### src/design/swer_pkg.sv
// Shared types and constants for the sliding window event rate meter.
package swer_pkg;

  localparam int DEPTH_DEF   = 512;
  localparam int TIME_W      = 32;
  localparam int WINDOW_W    = 20;
  localparam int RATE_W      = 14;
  localparam int EVENTS_W    = 9;
  localparam int OUT_TDATA_W = 24;

  localparam logic [WINDOW_W-1:0] WINDOW_RST = 20'd30000;
  localparam logic [RATE_W-1:0]   RATE_MAX   = 14'd9999;
  localparam logic [EVENTS_W-1:0] COUNT_MAX  = 9'd511;

  // 60000 ms/min * 10 tenths / 5 events per word
  localparam int SCALE   = 120000;
  localparam int SCALE_W = 17;

  typedef enum logic {
    KIND_PUSH  = 1'b0,
    KIND_QUERY = 1'b1
  } kind_t;

  typedef struct packed {
    logic busy;
    logic done;
  } div_stat_t;

endpackage

### src/design/swer_div.sv
// Restoring divider, one quotient bit per cycle.
module swer_div #(
  parameter int DVD_W = 33
) (
  input  logic                          clk,
  input  logic                          rst_n,
  input  logic                          start,
  input  logic [DVD_W-1:0]              dividend,
  input  logic [swer_pkg::WINDOW_W-1:0] divisor,
  output logic [DVD_W-1:0]              quotient,
  output swer_pkg::div_stat_t           stat
);
  import swer_pkg::*;

  localparam int CNT_W = $clog2(DVD_W + 1);

  typedef enum logic {
    D_IDLE,
    D_RUN
  } dstate_t;

  dstate_t             state_r, state_nxt;
  logic [CNT_W-1:0]    cnt_r, cnt_nxt;
  logic [WINDOW_W-1:0] rem_r, rem_nxt;
  logic [DVD_W-1:0]    quo_r, quo_nxt;
  logic                done_r, done_nxt;

  logic [WINDOW_W:0]   shifted;
  logic [WINDOW_W:0]   diff;
  logic                ge;

  assign shifted = {rem_r, quo_r[DVD_W-1]};
  assign diff    = shifted - {1'b0, divisor};
  assign ge      = shifted >= {1'b0, divisor};

  always_comb begin
    state_nxt = state_r;
    cnt_nxt   = cnt_r;
    rem_nxt   = rem_r;
    quo_nxt   = quo_r;
    done_nxt  = 1'b0;
    unique case (state_r)
      D_IDLE: begin
        if (start) begin
          state_nxt = D_RUN;
          cnt_nxt   = CNT_W'(DVD_W);
          rem_nxt   = '0;
          quo_nxt   = dividend;
        end
      end
      D_RUN: begin
        rem_nxt = ge ? diff[WINDOW_W-1:0] : shifted[WINDOW_W-1:0];
        quo_nxt = {quo_r[DVD_W-2:0], ge};
        cnt_nxt = cnt_r - 1'b1;
        if (cnt_r == CNT_W'(1)) begin
          state_nxt = D_IDLE;
          done_nxt  = 1'b1;
        end
      end
      default: state_nxt = D_IDLE;
    endcase
  end

  always_ff @(posedge clk) begin
    if (!rst_n) begin
      state_r <= D_IDLE;
      cnt_r   <= '0;
      done_r  <= 1'b0;
    end else begin
      state_r <= state_nxt;
      cnt_r   <= cnt_nxt;
      done_r  <= done_nxt;
    end
    rem_r <= rem_nxt;
    quo_r <= quo_nxt;
  end

  assign quotient  = quo_r;
  assign stat.busy = (state_r == D_RUN);
  assign stat.done = done_r;

endmodule

### config.mk
export PLATFORM = sky130hd
export DESIGN_NAME = swer_div
export DESIGN_NICKNAME = d
export VERILOG_FILES = /design/src/design/swer_pkg.sv /design/src/design/swer_div.sv
export SDC_FILE = /design/constraint.sdc
export NUM_CORES = 1
export LEC_CHECK = 0
export BUFFER_PORTS_ARGS = -buffer_cell sky130_fd_sc_hd__clkbuf_2
export CAP_MARGIN = 25
export CORE_ASPECT_RATIO = 1.1
export CORE_MARGIN = 2
export CORE_UTILIZATION = 35
export CTS_CLUSTER_DIAMETER = 30
export DETAILED_ROUTE_END_ITERATION = 12
export PLACE_DENSITY = 0.54
export SYNTH_ARGS = -nofsm -noshare
export SYNTH_HDL_FRONTEND = slang
export SYNTH_SLANG_ARGS = --single-unit
### constraint.sdc
create_clock -name clk -period 2.7 [get_ports clk]
set_input_delay 0.135 -clock clk [delete_from_list [all_inputs] [get_ports clk]]
set_output_delay 0.135 -clock clk [all_outputs]
set_load 0.02 [all_outputs]
# Yosys cells after proc, flatten, opt, wreduce, memory -nomap -nowiden
# Cells that the tools add are included.
# totals
word_cells,23
output_inout_bits,35
register_bits,61
# op_classes
add_sub_neg,2
order_cmp,1
bitwise_logic,1
eq_ne,2
mux,11
reduce_logical,1
# ops
operator,n
$pmux 33 s2,1
$mux 20,2
$pmux 20 s2,1
$mux 33,1
$ge 21x20->1,1
$sub 20x20->20,1
$pmux 6 s2,1
$eq 6x1->1 const B,1
$mux 6,1
$sub 6x1->6 const B,1
$mux 1,3
$ne 2x2->1 const B,1
$pmux 1 s2,1
$reduce_and 2->1,1
$not 1->1,1

# Depth between registers and ports, before layout
# Gate-level depths: netlist of the first run.
# depth
ltp_word,3
depth_mapped,12
depth_no_buf,10

# Worst setup path after synthesis of the first run
# Ideal clock, no wire load.
# synth_timing
path_type,flip-flop to flip-flop
start,register state_r
end,register cnt_r[2]
stages_incl_launch_ff,6
arrival_ps,2550
slack_ps,31
path_buffers,1
required_time_ps,2581
synth_period_minus_slack_ps,2669
cell_sequence,dfxtp_1 -> or2_2 -> clkbuf_1 -> o21ai_0 -> a21oi_1 -> nor2_1
# synth_between
elab_chain_cells,2
elab_cells_between_ends,3
cone_classes,eq/ne (1); mux (1); bitwise (1)
# synth_rtl
element,line,rtl
from (decl),swer_div.sv:22,"dstate_t state_r, state_nxt;"
from (signal assigned),swer_div.sv:70,state_r <= state_nxt;
$not 1->1,--,
$pmux 6 s2 or $ne 2x2->1 (tied branches),--,
to (signal assigned),swer_div.sv:71,cnt_r <= cnt_nxt;
to (decl),swer_div.sv:23,"logic [CNT_W-1:0] cnt_r, cnt_nxt;"
# Parallel ways exist; a longest one is shown, timed or not.
# A chain may end at the register's enable or synchronous reset.

# Worst setup path in the final report of the first run
# layout_timing
start,register rem_r[14]
end,register rem_r[18] (data pin)
# layout_between
elab_chain_cells,3
elab_cells_between_ends,4
cone_classes,add/sub (1); order compare (1); mux (2)
# layout_rtl
element,line,rtl
from (decl),swer_div.sv:24,"logic [WINDOW_W-1:0] rem_r, rem_nxt;"
from (signal assigned),swer_div.sv:74,rem_r <= rem_nxt;
$sub 20x20->20 or $ge 21x20->1 (tied branches),"swer_div.sv:33, swer_div.sv:34",
$mux 20 (*),swer_div.sv:52,rem_nxt = ge ? diff[WINDOW_W-1:0] : shifted[WINDOW_W-1:0];
$pmux 20 s2 (*),swer_div.sv:42,unique case (state_r)
# Mark *: on every way between the ends. The rest lies on a longest branch, timed or not.

==> flow_summary.yaml, run 1 <==
status:
  status: "completed"
floorplan:
  die_x_um: 104
  die-height_um: 114
  initial_core_util: 0.355
  coreArea_mm2: 0.0108
  die-area_mm2: 0.0118
  pin_count: 91
  fp-row-count: 40
sta:
  slew_violations: 0
  post-route-min-period_ns: 2.56
  slew_headroom: 0.594
  max_freq_mhz: 391
  worstMarginPinSlew_ns: 0.605
  finalSetupViolCount: 0
  finClkSkew_ns: 0.00986
  fin_hold_ws_ns: 0.0634
  rsz0062_at_grt: "true"
  period_share: 0.947
  finalHoldViolations: 0
  worst_slack_ns: 0.142
route:
  ant_nets: 0
  first_iter_violations: 83
  vias: 3096
  drc: 0
  wl_um: 9050
  routedWlPerCell_um: 14.7
  firstDrtPassIters: 4
  via_per_inst: 5.03
global_routing:
  grt_pass1_wl_um: 15200
  met3_usage: 0.0497
  grt.busiest_layer: "met2"
  grtUsageTotal: 0.162
  grtUsageMet2: 0.275
  grt_start_max_net_pins: 45
  grt_util_met1: 0.192
  grt-ovfl-total: 0
  antenna_found_initial: 0
  grt_pass1_vias: 3211
cts:
  clock-root-buffer: "clkbuf_16"
  worstSkewPairLatency_ns: 0.33
  clk_path_buf_depth: 2
  cts_hold_buf: 0
  clock-sinks: 61
  tritoncts: "yes"
  htree_levels: 3
  numCtsBuffers: 9
  post_cts_resized: 0
  cts_setup_buffers: 0
  clkSlewWorstSetupHoldPaths_ns: 0.05
final_layout:
  final_common_cell: "clkbuf_2"
  drive_above_1_share: 0.348
  nets: 543
  regArea_mm2: 0.00175
  area_delta_synth_final_pct: 25.2
  diodes: 0
  multiInputGateArea_mm2: 0.00192
  n_fill_cell: 1102
  final_cell_area_mm2: 0.00480
  final_cell_mix: "clkbuf_2 (90), edfxtp_1 (53), mux2_2 (32)"
logic_synthesis:
  ys_seq_area_frac: 0.457
  synth_top_flop_cell: "edfxtp_1"
  ys_ff_latch: 61
  synth_edf_count: 53
  yosysUniqueCellTypes: 49
  async_flop_share: 0
  avgSynthCellArea_um2: 10.5
  yosysWarnings: 0
  syn_nets: 445
  syn_inst: 366
  syn-cell-area_mm2: 0.00383
setup_path:
  endpoint_kind: "flop"
  cp.arrival_ns: 2.71
  start_kind: "flop"
  slowest_stage: "or3b_2"
  worst-path-max-fanout: 7
  crit_required_ns: 2.85
  critPathMaxStageDelay_ns: 0.46
  r2r_end: "rem_r[18]$_SDFFCE_PN0P_"
  reg2regPathDepth: 8
  timing.rr.start: "rem_r[14]$_SDFFCE_PN0P_"
  cp-startpoint: "rem_r[14]$_SDFFCE_PN0P_"
  worst-setup-path-type: "flop to flop"
  crit_chain: "ha_1, and3_1, and3_1, a21oi_1, o21ai_0, o21ai_0, or3b_2, a21oi_1"
  reg2reg_slack_ns: 0.14
worst_hold_path:
  min_path_type: "input port to flop"
  worstHoldPathCells: 2
  min_to: "state_r$_SDFF_PN0_"
  hp-start: "rst_n"
power_and_ir_drop:
  total_power_mw: 3.47
  p_seq_frac: 0.364
  sw_frac_of_total: 0.324
  intPower_mw: 2.34
  p_per_area_mw_per_mm2: 722
  combPwrFrac: 0.337
  leakage_nw: 2.14
  clkPwrFrac: 0.299
  p_switching_mw: 1.12
  vdd_ir_drop_max_uv: 334
placed_design:
  dp_slack_ns: 0.0186
  dp_hpwl_um: 6600
  postPlaceCellArea_mm2: 0.00452
  gp_congestion: 0.821
  io_buffers: 90
flow_run:
  drv_cap: 0
## area by class of cell
| class | count | area share |
|---|---|---|
| Tap cell | 147 | 0.0383 |
| Clock buffer | 13 | 0.0521 |
| Sequential cell | 61 | 0.365 |
| Multi-Input combinational cell | 261 | 0.399 |
| Inverter | 27 | 0.0211 |
| Timing Repair Buffer | 104 | 0.121 |
| Clock inverter | 3 | 0.00313 |
## Yosys cell counts (3+ instances only)
| cell | count | area [um^2] |
|---|---|---|
| xor2_1 | 8 | 70.1 |
| nand3_1 | 7 | 35.0 |
| a21o_1 | 6 | 45.0 |
| dfxtp_1 | 8 | 160 |
| nor3_1 | 4 | 20.0 |
| buf_4 | 3 | 22.5 |
| buf_2 | 7 | 35.0 |
| buf_1 | 3 | 11.3 |
| a211oi_1 | 4 | 30.0 |
| a31o_2 | 3 | 26.3 |
| o21ai_0 | 14 | 70.1 |
| xnor2_1 | 6 | 52.6 |
| clkbuf_1 | 4 | 15.0 |
| edfxtp_1 | 53 | 1590 |
| a311oi_1 | 4 | 35.0 |
| nor2b_1 | 5 | 31.3 |
| nor2_1 | 30 | 113 |
| ha_1 | 22 | 275 |
| nand4_1 | 5 | 31.3 |
| mux2_2 | 32 | 360 |
| inv_1 | 26 | 97.6 |
| nand2b_1 | 5 | 31.3 |
| and3_1 | 4 | 25.0 |
| mux2i_1 | 13 | 130 |
| a31oi_1 | 4 | 25.0 |
| a21oi_1 | 33 | 165 |
| nand2_1 | 27 | 101 |
## kinds of logic after synthesis
family | share of synthesized area
AO/OA/AOI/OAI | 0.135
buffers and inverters | 0.0483
AND/OR/NAND/NOR | 0.123
XOR/XNOR | 0.0320
multiplexers | 0.128
adder cells (fa/ha/maj) | 0.0770
flip-flops | 0.457
## critical path: cells and delay by family (launching register included)
family | cells | cell delay [ns]
fa+ha+maj | 1 | 0.39
simple gates | 3 | 0.93
compound gates | 4 | 0.67
flops | 1 | 0.42
## power groups by stage
stage                     registers, mW  clock network [mW]  logic [mW]
after floorplan                    1.34                   0       0.757
after global placement             1.28                   0        1.15
after detailed placement           1.28                   0        1.16
after CTS                          1.26                1.08        1.17
after global routing               1.28                1.11        1.30
final                              1.26                1.04        1.17
## sequential cells by signal, indices dropped and copies added, names as in the netlist
register,flops
cnt_r,6
done_r,1
quotient,33
rem_r,20
state_r,1
## stage by stage
| step | utilization | TNS, ns | instances |
|---|---|---|---|
| 3_5_place_dp | 0.418 | 0 | 600 |
| 2_1_floorplan | - | 0 | 366 |
| 4_1_cts | 0.442 | 0 | 616 |
| 3_3_place_gp | 0.418 | 0 | 600 |
| 5_1_grt | 0.444 | -0.0491 | 616 |
| 6_report | 0.444 | 0 | 616 |
## worst max-delay path by stage
stage | to | slack (ns) | cells past startpoint
floorplan | cnt_r[2]$_SDFFE_PN0P_ | 0.03 | 5
global placement | rem_r[14]$_SDFFCE_PN0P_ | 0.06 | 10
detailed placement | rem_r[14]$_SDFFCE_PN0P_ | 0.02 | 10
CTS | rem_r[14]$_SDFFCE_PN0P_ | 0.02 | 10
global route | rem_r[13]$_SDFFCE_PN0P_ | -0.02 | 9
finish | rem_r[18]$_SDFFCE_PN0P_ | 0.14 | 8
## metal layers
metal,share of wire,vias up
li1,-,1531
met2,0.48,99
met3,0.076,16
met4,0.020,0
met5,0,-
met1,0.43,1450
Note: power is estimated with default switching activity, not from simulation.
==> run 2, diff against run 1 <==
Settings changed: SETUP_SLACK_MARGIN set to 0.4.
==> run 2 against run 1 <==
- worst setup slack gained 0.13 ns
- highest routed layer unchanged
- clock skew decreased by 0.0040 ns
- sequential power barely moved
- largest cell class unchanged
- final cell count up 5.2%
- global-route usage rose by 0.54 points
==> flow_summary.yaml, run 2 (synthesized netlist as in run 1, its figures left out) <==
setup_path:
  path_buf_inv: 1
  crit_required_ns: 2.86
  start_kind: "flop"
  cp_top_family: "simple AND/OR/NAND/NOR gates"
  slowest_stage: "or4_1"
  worst-setup-path-type: "flop to flop"
  crit_chain: "inv_2, ha_4, fa_2, nand2b_4, a21oi_4, o21ai_4, o21ai_2, mux2i_1, or4_1, a21oi_1"
  critPathMaxStageDelay_ns: 0.47
  worst-path-max-fanout: 3
  endpoint_kind: "flop"
  cp.arrival_ns: 2.59
route:
  routedWlPerCell_um: 15.3
  first_iter_violations: 114
  drc: 0
  vias: 3213
  ant_nets: 0
  via_per_inst: 4.96
  firstDrtPassIters: 4
  wl_um: 9930
worst_hold_path:
  min_path_type: "input port to flop"
final_layout:
  n_fill_cell: 1057
  area_delta_synth_final_pct: 40.0
  largest_register_ffs: 33
  final_common_cell: "clkbuf_2"
  multiInputGateArea_mm2: 0.00226
  stdcell_count: 648
  final_cell_mix: "clkbuf_2 (90), edfxtp_1 (53), buf_4 (42)"
  final_cell_area_mm2: 0.00537
  nets: 575
  regArea_mm2: 0.00175
  drive_above_1_share: 0.475
  diodes: 0
cts:
  clock-root-buffer: "clkbuf_16"
  worstSkewPairLatency_ns: 0.33
  clk_path_buf_depth: 2
  numCtsBuffers: 9
  clock-sinks: 61
  tritoncts: "yes"
  htree_levels: 3
  clkSlewWorstSetupHoldPaths_ns: 0.06
global_routing:
  antenna_found_initial: 0
  grt_pass1_wl_um: 15600
  grt_start_max_net_pins: 37
  grtUsageTotal: 0.168
  grt_pass1_vias: 3236
  grt-ovfl-total: 0
placed_design:
  dp_hpwl_um: 6780
  io_buffers: 90
  dp.cells: 601
  gp_congestion: 0.886
  postPlaceCellArea_mm2: 0.00456
floorplan:
  initial_core_util: 0.355
  coreArea_mm2: 0.0108
  fp-row-count: 40
  die_x_um: 104
  pin_count: 91
  die-height_um: 114
  die-area_mm2: 0.0118
sta:
  post-route-min-period_ns: 2.42
  worstMarginPinSlew_ns: 0.633
  rsz0062_at_grt: "true"
  finClkSkew_ns: 0.00590
  finalHoldViolations: 0
  slew_violations: 0
  period_share: 0.898
  slew_headroom: 0.575
  finalSetupViolCount: 0
  max_freq_mhz: 412
power_and_ir_drop:
  total_power_mw: 3.81
  leakage_nw: 2.31
  vdd_ir_drop_max_uv: 339
  p_per_area_mw_per_mm2: 710
status:
  status: "completed"
flow_run:
  drv_cap: 0
==> run 2: changes by cell type in the layout (fill, tap and decap cells not counted), moves of 7 or more <==
cell,delta
buf_4,+30
ha_1,-16
ha_4,+14
o21ai_0,-7
==> run 2: worst paths after layout <==
check,start,depth (start not counted),end,slack [ns]
max,quotient[32]$_DFFE_PP_,10,rem_r[14]$_SDFFCE_PN0P_,0.28
max reg2reg,quotient[32]$_DFFE_PP_,10,rem_r[14]$_SDFFCE_PN0P_,0.28
min,rst_n,2,state_r$_SDFF_PN0_,0.07
min reg2reg,cnt_r[4]$_SDFFE_PN0P_,1,cnt_r[4]$_SDFFE_PN0P_,0.48
==> run 2: where the power goes <==
part	internal, mW	switching [mW]
clock network	0.643	0.411
registers	1.19	0.0933
logic	0.710	0.763
==> run 2: per-stage QoR <==
step	setup WS, ns	util	hold WS (ns)	setup TNS, ns
2_1_floorplan	0.312	-	0.281	0
3_3_place_gp	-0.0545	0.422	0.385	-0.0545
3_5_place_dp	-0.0706	0.422	0.390	-0.0706
4_1_cts	0.280	0.465	0.0561	0
5_1_grt	0.142	0.497	0.0637	0
6_report	0.275	0.497	0.0664	0
==> run 2: area by class of cell <==
| class | count | area share |
|---|---|---|
| clock inverters | 4 | 0.00443 |
| clock buffers | 12 | 0.0459 |
| inverters | 27 | 0.0189 |
| well taps | 147 | 0.0343 |
| flip-flops and latches | 61 | 0.327 |
| multi-input cells | 262 | 0.421 |
| repair buffers | 135 | 0.149 |
==> run 2: routing by layer <==
layer | GRT usage | vias up | share of wire
met5 | 0 | - | 0
met4 | 0.0829 | 0 | 0.037
met3 | 0.0486 | 28 | 0.062
met2 | 0.269 | 110 | 0.45
met1 | 0.209 | 1477 | 0.45
li1 | - | 1598 | -
==> run 2: what timing repair did <==
item	in CTS	in global routing
resized for setup	20	41
hold buffers	0	0
setup buffers	12	18
gates cloned	0	1
pin swaps	10	13
setup endpoints to repair	21	21
